<file path="src/hdl/assert_macros.svh">
// Assertion macros used by the top level of the AT response line sequencer.
// Depends on nothing; synthesis builds see empty macro bodies.
`ifndef ASSERT_MACROS_SVH
`define ASSERT_MACROS_SVH
`ifndef SYNTHESIS
`define ASSERT_CLK(label, clk, rst_n, prop) \
    label: assert property (@(posedge clk) disable iff (!rst_n) (prop)) \
        else $error("assertion failed");
`define ASSERT_ALWAYS(label, clk, prop) \
    label: assert property (@(posedge clk) (prop)) \
        else $error("assertion failed");
`else
`define ASSERT_CLK(label, clk, rst_n, prop)
`define ASSERT_ALWAYS(label, clk, prop)
`endif
`endif

</file>
<file path="src/hdl/atrls_pkg.sv">
// Types and constants of the AT response line sequencer.
// Used by the line classifier and the top level; depends on nothing.
package atrls_pkg;

    localparam int HEAD_LEN = 11;

    localparam logic [7:0] CH_LF     = 8'h0A;
    localparam logic [7:0] CH_CR     = 8'h0D;
    localparam logic [7:0] CH_SPACE  = 8'h20;
    localparam logic [7:0] CH_STAR   = 8'h2A;
    localparam logic [7:0] CH_PLUS   = 8'h2B;
    localparam logic [7:0] CH_COMMA  = 8'h2C;
    localparam logic [7:0] CH_ZERO   = 8'h30;
    localparam logic [7:0] CH_COLON  = 8'h3A;
    localparam logic [7:0] CH_UP_A   = 8'h41;
    localparam logic [7:0] CH_UP_C   = 8'h43;
    localparam logic [7:0] CH_UP_E   = 8'h45;
    localparam logic [7:0] CH_UP_I   = 8'h49;
    localparam logic [7:0] CH_UP_J   = 8'h4A;
    localparam logic [7:0] CH_UP_K   = 8'h4B;
    localparam logic [7:0] CH_UP_O   = 8'h4F;
    localparam logic [7:0] CH_UP_R   = 8'h52;
    localparam logic [7:0] CH_UP_V   = 8'h56;
    localparam logic [7:0] CH_RBRACK = 8'h5D;
    localparam logic [7:0] CH_LO_E   = 8'h65;

    typedef logic [HEAD_LEN-1:0][7:0] t_line_head;

    typedef enum logic [2:0] {
        KIND_OK      = 3'd0,
        KIND_ERROR   = 3'd1,
        KIND_MENU    = 3'd2,
        KIND_REJECT  = 3'd3,
        KIND_ABORT   = 3'd4,
        KIND_KEY     = 3'd5,
        KIND_UNKNOWN = 3'd6
    } t_line_kind;

    typedef enum logic [2:0] {
        CMD_NONE       = 3'd0,
        CMD_ECHO_ON    = 3'd1,
        CMD_CHARSET    = 3'd2,
        CMD_MENU_ITEM  = 3'd3,
        CMD_EVENTS_ON  = 3'd4,
        CMD_DIALOG     = 3'd5,
        CMD_EMPTY      = 3'd6,
        CMD_EVENTS_OFF = 3'd7
    } t_send_cmd;

    typedef enum logic [3:0] {
        STEP_NONE        = 4'd0,
        STEP_SYNC        = 4'd1,
        STEP_ECHO        = 4'd2,
        STEP_CHARSET     = 4'd3,
        STEP_ACCESSORY   = 4'd4,
        STEP_EVENTS_ON   = 4'd5,
        STEP_EVENTS_OFF  = 4'd6,
        STEP_DIALOG      = 4'd7,
        STEP_ASIDE       = 4'd8
    } t_step;

    typedef struct packed {
        logic        emit;
        t_line_kind  kind;
        t_send_cmd   cmd;
        logic [14:0] key;
        logic        rel;
        t_step       next_step;
        logic        next_cancel;
    } t_cls_result;

endpackage

</file>
<file path="src/hdl/atrls_line_classify.sv">
// Classifies one completed line from its first characters and clipped length.
// Depends on atrls_pkg for the character codes, enums and result struct.
module atrls_line_classify (
    input  atrls_pkg::t_line_head  i_head,
    input  logic [3:0]             i_len,
    input  atrls_pkg::t_step       i_step,
    input  logic                   i_cancel,
    output atrls_pkg::t_cls_result o_res
);
    import atrls_pkg::*;

    logic       w_is_ok;
    logic       w_is_error;
    logic       w_is_eaai;
    logic       w_pre_eaii;
    logic       w_is_eaii;
    logic       w_is_eaii0;
    logic       w_pre_ckev;
    logic       w_pre_echo;
    logic       w_two;
    logic [7:0] w_first;
    logic [7:0] w_last;
    logic [7:0] w_rel_char;
    logic [14:0] w_code;

    assign w_pre_echo = (i_len >= 4'd3) && i_head[0] == CH_UP_E && i_head[1] == CH_COLON
                        && i_head[2] == CH_SPACE;
    assign w_is_ok    = (i_len == 4'd2) && i_head[0] == CH_UP_O && i_head[1] == CH_UP_K;
    assign w_is_error = (i_len == 4'd5) && i_head[0] == CH_UP_E && i_head[1] == CH_UP_R
                        && i_head[2] == CH_UP_R && i_head[3] == CH_UP_O
                        && i_head[4] == CH_UP_R;
    assign w_is_eaai  = (i_len == 4'd5) && i_head[0] == CH_STAR && i_head[1] == CH_UP_E
                        && i_head[2] == CH_UP_A && i_head[3] == CH_UP_A
                        && i_head[4] == CH_UP_I;
    assign w_pre_eaii = i_head[0] == CH_STAR && i_head[1] == CH_UP_E && i_head[2] == CH_UP_A
                        && i_head[3] == CH_UP_I && i_head[4] == CH_UP_I;
    assign w_is_eaii  = (i_len == 4'd5) && w_pre_eaii;
    assign w_is_eaii0 = (i_len == 4'd8) && w_pre_eaii && i_head[5] == CH_COLON
                        && i_head[6] == CH_SPACE && i_head[7] == CH_ZERO;
    assign w_pre_ckev = (i_len >= 4'd6) && i_head[0] == CH_PLUS && i_head[1] == CH_UP_C
                        && i_head[2] == CH_UP_K && i_head[3] == CH_UP_E
                        && i_head[4] == CH_UP_V && i_head[5] == CH_COLON;

    assign w_first    = i_head[7];
    assign w_two      = i_head[8] != CH_COMMA;
    assign w_last     = w_two ? i_head[8] : i_head[7];
    assign w_rel_char = w_two ? i_head[10] : i_head[9];
    assign w_code     = w_two ? {i_head[7][6:0], i_head[8]} : {7'd0, i_head[7]};

    always_comb begin
        o_res             = '0;
        o_res.emit        = 1'b1;
        o_res.kind        = KIND_UNKNOWN;
        o_res.cmd         = CMD_NONE;
        o_res.next_step   = i_step;
        o_res.next_cancel = i_cancel;
        priority if (i_step == STEP_SYNC) begin
            o_res.emit = 1'b0;
            if (w_pre_echo) begin
                o_res.next_step = STEP_ECHO;
            end
        end else if (w_is_error) begin
            o_res.kind      = KIND_ERROR;
            o_res.next_step = STEP_NONE;
        end else if (w_is_ok) begin
            o_res.kind = KIND_OK;
            unique case (i_step)
                STEP_ECHO: begin
                    o_res.cmd       = CMD_ECHO_ON;
                    o_res.next_step = STEP_CHARSET;
                end
                STEP_CHARSET: begin
                    o_res.cmd       = CMD_CHARSET;
                    o_res.next_step = STEP_ACCESSORY;
                end
                STEP_ACCESSORY: begin
                    o_res.cmd       = CMD_MENU_ITEM;
                    o_res.next_step = STEP_NONE;
                end
                STEP_EVENTS_ON: begin
                    o_res.cmd       = CMD_EVENTS_ON;
                    o_res.next_step = STEP_NONE;
                end
                STEP_DIALOG: begin
                    o_res.cmd       = CMD_DIALOG;
                    o_res.next_step = STEP_EVENTS_ON;
                end
                STEP_ASIDE: begin
                    o_res.rel       = 1'b1;
                    o_res.next_step = STEP_SYNC;
                end
                default: begin
                    o_res.cmd = CMD_NONE;
                end
            endcase
        end else if (w_is_eaai) begin
            o_res.kind      = KIND_MENU;
            o_res.cmd       = CMD_EMPTY;
            o_res.next_step = STEP_DIALOG;
        end else if (w_is_eaii0) begin
            o_res.kind      = KIND_REJECT;
            o_res.cmd       = CMD_EVENTS_OFF;
            o_res.next_step = STEP_DIALOG;
        end else if (w_is_eaii) begin
            o_res.kind      = KIND_ABORT;
            o_res.cmd       = CMD_EVENTS_OFF;
            o_res.next_step = STEP_ASIDE;
        end else if (w_pre_ckev) begin
            o_res.kind = KIND_KEY;
            o_res.key  = w_code;
            priority if (w_rel_char == CH_ZERO) begin
                o_res.key = '0;
            end else if (w_last == CH_LO_E) begin
                if (i_cancel) begin
                    o_res.key         = '0;
                    o_res.next_cancel = 1'b0;
                end
            end else if (w_last == CH_RBRACK) begin
                o_res.next_cancel = 1'b1;
            end else if ((w_last == CH_UP_J || w_last == CH_UP_R) && w_two
                         && w_first == CH_COLON) begin
                o_res.next_cancel = 1'b1;
            end else begin
                o_res.next_cancel = i_cancel;
            end
        end else begin
            o_res.kind = KIND_UNKNOWN;
        end
    end

endmodule

</file>
<file path="src/hdl/at_response_line_sequencer_core.sv">
// Top level of the AT response line sequencer: input register, line head
// store, step state and output register. Depends on atrls_pkg,
// atrls_line_classify and assert_macros.svh.
//
//  channel | dir | beat contents
//  s       | in  | tdata[7:0] rx_byte
//  m       | out | tdata[2:0] line_kind, [5:3] send_cmd, [20:6] key_code,
//          |     |      [21] release_link, [23:22] zero
//
// One byte a cycle unless a waiting result stalls the input: the beat that
// completes a line goes from the input register through the line classifier
// into the output register, where its result stays valid until it is taken.
// Synchronous active-low reset empties both registers, clears the line length
// and the cancel filter, and sets the step to sync waiting.
// The input stays ready while a result waits, until the input register fills.
`include "assert_macros.svh"

module at_response_line_sequencer_core #(
    parameter int LINE_MAX = 256
) (
    input  logic        i_clk,
    input  logic        i_rst_n,
    input  logic        i_s_tvalid,
    output logic        o_s_tready,
    input  logic [7:0]  i_s_tdata,   // rx_byte
    output logic        o_m_tvalid,
    input  logic        i_m_tready,
    output logic [23:0] o_m_tdata    // line_kind, send_cmd, key_code, release_link
);
    import atrls_pkg::*;

    localparam int LEN_W = $clog2(LINE_MAX);
    localparam logic [LEN_W-1:0] CAP = LEN_W'(LINE_MAX - 2);

    logic             r_in_valid;
    logic [7:0]       r_in_byte;
    logic [LEN_W-1:0] r_len;
    t_line_head       r_head;
    t_step            r_step;
    logic             r_cancel;
    logic             r_out_valid;
    t_cls_result      r_out;

    logic        w_adv;
    logic        w_fin;
    logic        w_char;
    t_line_head  w_head;
    logic [3:0]  w_len4;
    t_cls_result w_cls;

    assign w_adv      = r_in_valid && (!r_out_valid || i_m_tready);
    assign o_s_tready = !r_in_valid || w_adv;
    assign w_fin      = w_adv && r_in_byte == CH_LF && r_len != '0;
    assign w_char     = w_adv && r_in_byte != CH_LF && r_in_byte != CH_CR;
    assign w_len4     = (r_len > LEN_W'(15)) ? 4'd15 : r_len[3:0];

    always_comb begin
        for (int i = 0; i < HEAD_LEN; i++) begin
            w_head[i] = (LEN_W'(i) < r_len) ? r_head[i] : 8'd0;
        end
    end

    atrls_line_classify u_classify (
        .i_head   (w_head),
        .i_len    (w_len4),
        .i_step   (r_step),
        .i_cancel (r_cancel),
        .o_res    (w_cls)
    );

    always_ff @(posedge i_clk) begin
        if (!i_rst_n) begin
            r_in_valid  <= 1'b0;
            r_len       <= '0;
            r_step      <= STEP_SYNC;
            r_cancel    <= 1'b0;
            r_out_valid <= 1'b0;
        end else begin
            if (o_s_tready) begin
                r_in_valid <= i_s_tvalid;
                r_in_byte  <= i_s_tdata;
            end
            if (w_fin && w_cls.emit) begin
                r_out_valid <= 1'b1;
                r_out       <= w_cls;
            end else if (i_m_tready) begin
                r_out_valid <= 1'b0;
            end
            if (w_fin) begin
                r_step   <= w_cls.next_step;
                r_cancel <= w_cls.next_cancel;
            end
            if (w_adv && r_in_byte == CH_LF) begin
                r_len <= '0;
            end else if (w_char && r_len < CAP) begin
                r_len <= r_len + 1'b1;
                for (int i = 0; i < HEAD_LEN; i++) begin
                    if (r_len == LEN_W'(i)) begin
                        r_head[i] <= r_in_byte;
                    end
                end
            end
        end
    end

    assign o_m_tvalid = r_out_valid;
    assign o_m_tdata  = {2'b00, r_out.rel, r_out.key, r_out.cmd, r_out.kind};

    `ASSERT_CLK(a_len_in_range, i_clk, i_rst_n, r_len <= CAP)
    `ASSERT_CLK(a_emit_on_lf, i_clk, i_rst_n, (w_adv && w_cls.emit && w_fin) |-> r_in_byte == CH_LF)
    `ASSERT_CLK(a_lf_clears_len, i_clk, i_rst_n, (w_adv && r_in_byte == CH_LF) |=> r_len == '0)
    `ASSERT_CLK(a_sync_silent, i_clk, i_rst_n, (w_fin && r_step == STEP_SYNC) |=> !$rose(r_out_valid))
    `ASSERT_CLK(a_release_on_ok, i_clk, i_rst_n, (r_out_valid && r_out.rel) |-> r_out.kind == KIND_OK)

endmodule
</file>
<file path="config.mk">
export PLATFORM = sky130hd
export DESIGN_NAME = at_response_line_sequencer_core
export DESIGN_NICKNAME = d
export VERILOG_FILES = /design/src/hdl/atrls_pkg.sv /design/src/hdl/atrls_line_classify.sv /design/src/hdl/at_response_line_sequencer_core.sv
export VERILOG_INCLUDE_DIRS = /design/src /design/src/hdl
export SDC_FILE = /design/constraint.sdc
export NUM_CORES = 1
export LEC_CHECK = 0
export BUFFER_PORTS_ARGS = -buffer_cell sky130_fd_sc_hd__buf_4
export CORE_UTILIZATION = 37
export CTS_CLUSTER_SIZE = 25
export DETAILED_ROUTE_END_ITERATION = 12
export REMOVE_ABC_BUFFERS = 1
export SYNTH_ARGS = -nofsm -noshare
export SYNTH_HDL_FRONTEND = slang
export SYNTH_SLANG_ARGS = --single-unit
</file>
<file path="constraint.sdc">
create_clock -name i_clk -period 6.2 [get_ports i_clk]
set_input_delay 0.31 -clock i_clk [delete_from_list [all_inputs] [get_ports i_clk]]
set_output_delay 0.31 -clock i_clk [all_outputs]
set_load 0.01 [all_outputs]
</file>
==> qor.txt, run 1 <==
Levels on crit path: 9
Die Height: 127 µm
end of the critical path: o_m_tdata[20]$_SDFFCE_PP0P_
critical path class: reg2reg
DRC viols: 0
Sink Count: 133
Area after DPL: 6230 µm²
Worst path top cell family by delay: simple AND/OR/NAND/NOR gates
max_cap viols: 0
dpl ws: 2.91 ns
Post-CTS Setup Bufs: 0
sequential share of power: 0.493
sequential share of the synthesized area: 0.666
Synth Area in Compound Gates: 0.0841
Max Clock Skew: 0.00956 ns
initial core utilization: 0.380
Rows: 45
global-route wire length before repair: 19600 µm
xor/xnor share of the synthesized area: 0.0121
synthesized area per cell: 13.6 µm²
FF-to-FF path depth: 9
initial antenna violation count: 0
nets@finish: 483
Resized Gates After CTS: 0
FF-to-FF End: o_m_tdata[20]$_SDFFCE_PP0P_
crit-path cells: inv_1, ha_1, nor2b_1, o21ai_1, nand4b_1, a211o_1, nor4_2, a2111oi_4, and2_1
Synth warnings: 0
Most used DFF post-synth: edfxtp_1
Inst Count DP: 636
relative slew slack: 0.267
wire length per cell: 18.7 µm
I/O pins: 38
core area: 15200 µm²
fin area: 6830 µm²
Max VDD drop: 0.164 mV
CTS Hold Buffers Added: 0
vias: 3721
Routed Antenna Nets: 0
Synth area leaders: edfxtp_1, dfxtp_1, nor2_1
worst skew pair latency: 0.42 ns
largest net degree at the start of global routing: 23
HPWL Detailed: 8890 µm
element type at the critical path start: register
RD Place Congestion: 0.866
vias per cell: 5.57
unrepaired setup endpoints after global routing: no
Die X-Extent: 127 µm
layout cells sized above 1: 0.198
Setup crit end kind: register
EDFF count, synth: 118
number of global-route vias before repair: 3556
Critical Path Slowest Stage Cell: dfxtp_1
Sw Share: 0.204
Fin. Hold Viols: 0
crit-path max cell delay: 0.55 ns
HP Start: i_s_tdata[3]
Slew @ Worst Pin: 1.09 ns
Starting DRT DRC Count: 327
Yosys reg bits: 133
r2r setup slk: 2.82 ns
CP startpoint: r_len[0]$_SDFFE_PP0P_
die area: 16100 µm²
# diodes: 0
combinational family with the most area after synthesis: simple AND/OR/NAND/NOR gates
ys async rst share: 0
Port Buffers: 35
Critical R2R Launch: r_len[0]$_SDFFE_PP0P_
H-Tree Depth: 4
WP data required: 6.37 ns
CTS tree: done
Finished Layout Cells: 668
GR Util All Layers: 0.165
Worst Hold Path Cells: 1
mux cell area share after synthesis: 0.00694
worst-case clock buffer depth: 2
total CTS buffers: 17
max frequency: 0.296 GHz
Pre-antenna DRT Iters: 5
hold crit path type: in2reg
clock share of power: 0.495
Layout area overhead: 18.4%
Post-Synth Adder-Cell Area: 0.00867
Root Driver: clkbuf_16
cell taking the most area after synthesis: edfxtp_1
maximum fanout along the worst path: 11
Post-Route WL: 12500 µm
grt ovf: 0
Logic pwr share: 0.012
Final Cycle Share: 0.546
internal power: 1.63 mW
Slew Limit Fails: 0
Reg clk slew, reported paths: 0.06 ns
Period minus WS final: 3.38 ns
switching power: 0.418 mW
Synth top area share: 0.614
post-synth cell types: 66
Pleak: 2.24 nW
Synth Area in Simple Gates: 0.206
Post-Syn Area: 5770 µm²
setup tns final: 0 ns
Worst EP arrival: 3.55 ns
worst path bufs/invs: 1
Pwr Density: 300 nW/µm²
cell count after synthesis: 424
final setup fails: 0
setup ws final: 2.82 ns
outcome: finished clean
Layout Utilization: 0.449
-- worst min path at each step --
stage | endpoint
floorplan | r_step[0]$_SDFFE_PN1P_
global placement | r_in_byte[4]$_DFFE_PP_
detailed placement | r_in_byte[1]$_DFFE_PP_
CTS | r_in_byte[1]$_DFFE_PP_
global route | r_in_byte[7]$_DFFE_PP_
finish | r_in_byte[3]$_DFFE_PP_
-- cells in the mapped netlist (6+ instances only) --
master    instances
and3_1            6
nand2_1          23
clkbuf_1          8
nand4_1          12
and4_1            6
a21oi_1          11
edfxtp_1        118
o21ai_0           8
nor3_1            9
nor2b_1           7
and2_1           14
dfxtp_1          15
nand3_1          16
nand2b_1          6
nor2_1           46
nor4b_1          14
-- through the flow --
step                      total power [mW]  hold WS (ns)
after floorplan                       1.03         0.399
after global placement                1.05         0.488
after detailed placement              1.06         0.489
after CTS                             2.07        0.0475
after global routing                  2.11        0.0431
final                                 2.05        0.0632
-- final cells by class --
type,count,area [µm²]
Tap cell,188,235
Clock buffer,17,425
Inverter,6,22.5
Clock inverter,15,178
Multi-Input combinational cell,272,1850
Fill cell,1379,8370
Timing Repair Buffer,37,278
Sequential cell,133,3840
-- layout by cell type, fill, tap and decap left out, types with 7 or more instances in the layout --
master	n
nand3_1	16
and2_1	14
nand2_1	23
a21oi_1	11
nor4b_1	14
dfxtp_1	15
nor3_1	8
buf_4	37
nor2_1	46
nand4_1	12
clkbuf_16	17
nor2b_1	7
edfxtp_1	118
o21ai_0	8
-- state kept, by name, summed over array words and instances (netlist names) --
name and flops:
r_in_valid 1, r_step 4, o_m_tdata 22, r_in_byte 8, r_head 88, o_m_tvalid 1, r_cancel 1, r_len 8
-- routing by layer --
layer	vias to the layer above	wire, µm	global-route usage
met3	14	555	0.0409
li1	1736	-	-
met1	1860	5850	0.219
met5	-	0	0
met4	0	190	0.0651
met2	111	5920	0.262
-- worst reg2reg max path, stage by stage, from the launching register on --
cell	delay [ns]
dfxtp_1	0.55
inv_1	0.15
ha_1	0.30
nor2b_1	0.17
o21ai_1	0.48
nand4b_1	0.18
a211o_1	0.36
nor4_2	0.54
a2111oi_4	0.19
and2_1	0.20
-- cells by family (layout without fill, tap and decap cells) --
family / Yosys count / in the layout
buffers and inverters: 20 / 75
DFF: 133 / 133
AOI/OAI and AO/OA: 59 / 59
other: 1 / 2
muxes: 4 / 4
and+or+nand+nor: 195 / 195
adders and majority gates: 4 / 4
xor gates and xnor gates: 8 / 8
-- power by group through the flow --
stage / registers (mW) / clock network [mW] / logic [mW]
3_3_place_gp: 1.03 / 0 / 0.0249
5_1_grt: 1.01 / 1.07 / 0.0282
6_report: 1.01 / 1.01 / 0.0256
3_5_place_dp: 1.03 / 0 / 0.0254
4_1_cts: 1.01 / 1.03 / 0.0256
2_1_floorplan: 1.02 / 0 / 0.0142
Note: power is estimated with default switching activity, not from simulation.
==> inputs of run 2 (changes only) <==
==> constraint.sdc (replaced) <==
create_clock -name i_clk -period 3.2 [get_ports i_clk]
set_input_delay 0.16 -clock i_clk [delete_from_list [all_inputs] [get_ports i_clk]]
set_output_delay 0.16 -clock i_clk [all_outputs]
set_load 0.01 [all_outputs]
==> qor.txt, run 2 (synthesized netlist as in run 1, its figures left out) <==
Reg clk slew, reported paths: 0.06 ns (about the same)
I/O pins: 38 (unchanged)
Starting DRT DRC Count: 383 (+17%)
Port Buffers: 35 (unchanged)
unrepaired setup endpoints after global routing: no
WP data required: 3.36 ns (-3.01 ns)
Area after DPL: 6370 µm² (+2.3%)
Period minus WS final: 2.78 ns (-0.599 ns)
fin area: 7020 µm² (+2.8%)
Fin. Hold Viols: 0 (unchanged)
crit-path cells: or4_1, o32a_1, and4b_1, nand3_2, and2_1, nand3_1, nor2_1
setup tns final: 0 ns (unchanged)
Resized Gates After CTS: 0 (unchanged)
Post-CTS Setup Bufs: 0 (unchanged)
nets@finish: 512 (+6.0%)
Die Height: 127 µm (unchanged)
CTS Hold Buffers Added: 10 (+10)
Post-Route WL: 12700 µm (+1.4%)
core area: 15200 µm² (unchanged)
Largest Register: r_head
Slew @ Worst Pin: 1.10 ns (+0.00940 ns)
vias: 3753 (+0.86%)
max frequency: 0.359 GHz (+22%)
max reg flops: 88 (unchanged)
Slew Limit Fails: 0 (unchanged)
number of global-route vias before repair: 3640 (+2.4%)
final setup fails: 0 (unchanged)
Root Driver: clkbuf_16
critical path class: reg2reg
vias per cell: 5.38 (-3.3%)
GR Util All Layers: 0.171 (+0.00510)
dpl ws: 0.377 ns (-2.53 ns)
Die X-Extent: 127 µm (unchanged)
most common cell after layout, fill and taps aside: edfxtp_1
Worst EP arrival: 2.94 ns (-0.61 ns)
total CTS buffers: 17 (unchanged)
Pleak: 2.36 nW (+5.2%)
Setup crit end kind: register
global-route wire length before repair: 20100 µm (+2.6%)
Pre-antenna DRT Iters: 5 (unchanged)
layout cells sized above 1: 0.216 (+0.0182)
maximum fanout along the worst path: 8 (-3)
Worst path top cell family by delay: simple AND/OR/NAND/NOR gates
most frequent cells in the layout: edfxtp_1, buf_4, nor2_1
max_cap viols: 0 (unchanged)
Pwr Density: 550 nW/µm² (+83%)
DRC viols: 0 (unchanged)
initial core utilization: 0.380 (unchanged)
worst skew pair latency: 0.42 ns (about the same)
crit-path max cell delay: 0.74 ns (+0.19 ns)
Final Cycle Share: 0.870 (+0.324)
initial antenna violation count: 0 (unchanged)
Sink Count: 133 (unchanged)
Final Power: 3.87 mW (+89%)
Rows: 45 (unchanged)
CTS tree: done
H-Tree Depth: 4 (unchanged)
setup ws final: 0.416 ns (-2.40 ns)
grt ovf: 0 (unchanged)
die area: 16100 µm² (unchanged)
outcome: finished clean
Max VDD drop: 0.455 mV (+180%)
Layout area overhead: 21.7%
HPWL Detailed: 8870 µm (-0.18%)
wire length per cell: 18.2 µm (-2.8%)
Routed Antenna Nets: 0 (unchanged)
Max Clock Skew: 0.00842 ns (-0.00114 ns)
Critical Path Slowest Stage Cell: or4_1
element type at the critical path start: register
Worst Hold Path Cells: 4 (+3)
RD Place Congestion: 0.873 (+0.79%)
# diodes: 0 (unchanged)
hold crit path type: in2reg
worst path bufs/invs: 0 (-1)
Levels on crit path: 7 (-2)
relative slew slack: 0.261 (-0.00631)
largest net degree at the start of global routing: 23 (unchanged)
Layout Utilization: 0.462 (+0.0127)
FF-to-FF path depth: 7 (-2)
worst-case clock buffer depth: 2 (unchanged)
## run 2: path summary, 6_finish.rpt
check / start / end / slack, ns
setup / recovery: r_len[5]$_SDFFE_PP0P_ / o_m_tdata[9]$_SDFFCE_PP0P_ / 0.42
hold / removal: i_m_tready / o_m_tvalid$_SDFFE_PN0P_ / 0.08
setup reg to reg: r_len[5]$_SDFFE_PP0P_ / o_m_tdata[9]$_SDFFCE_PP0P_ / 0.42
hold reg to reg: r_in_valid$_SDFFE_PN0N_ / r_in_valid$_SDFFE_PN0N_ / 0.55
## run 2: report_power, final
group | switching, mW | internal (mW) | leakage, nW
clock network | 0.689 | 1.14 | 0.268
logic | 0.0752 | 0.0426 | 0.851
registers | 0.00870 | 1.91 | 1.24
total | 0.773 | 3.09 | 2.36
## run 2: layer usage
layer	vias up	part of all wire	GRT usage
met4	0	0.012	0.0616
met3	10	0.053	0.0498
met1	1833	0.47	0.227
met2	121	0.46	0.265
li1	1789	-	-
met5	-	0	0
## run 2: metrics by stage
stage | hold WS, ns | cells
floorplan | 0.249 | 411
finish | 0.0834 | 697
global placement | 0.339 | 655
CTS | 0.0700 | 697
detailed placement | 0.339 | 655
global route | 0.123 | 697
## run 2: final cells by class
| class | count | area, µm² |
|---|---|---|
| fill | 1371 | 8180 |
| sequential | 133 | 3840 |
| multi-input combinational | 272 | 1850 |
| timing repair buffer | 66 | 520 |
| clock buffer | 22 | 444 |
| tap | 188 | 235 |
| clock inverter | 10 | 109 |
| inverter | 6 | 22.5 |
## run 2: tightest hold or removal path, cell delays in order
cell     delay, ns
buf_4         0.08
nor2b_1       0.07
nor2_1        0.11
nor2_1        0.04
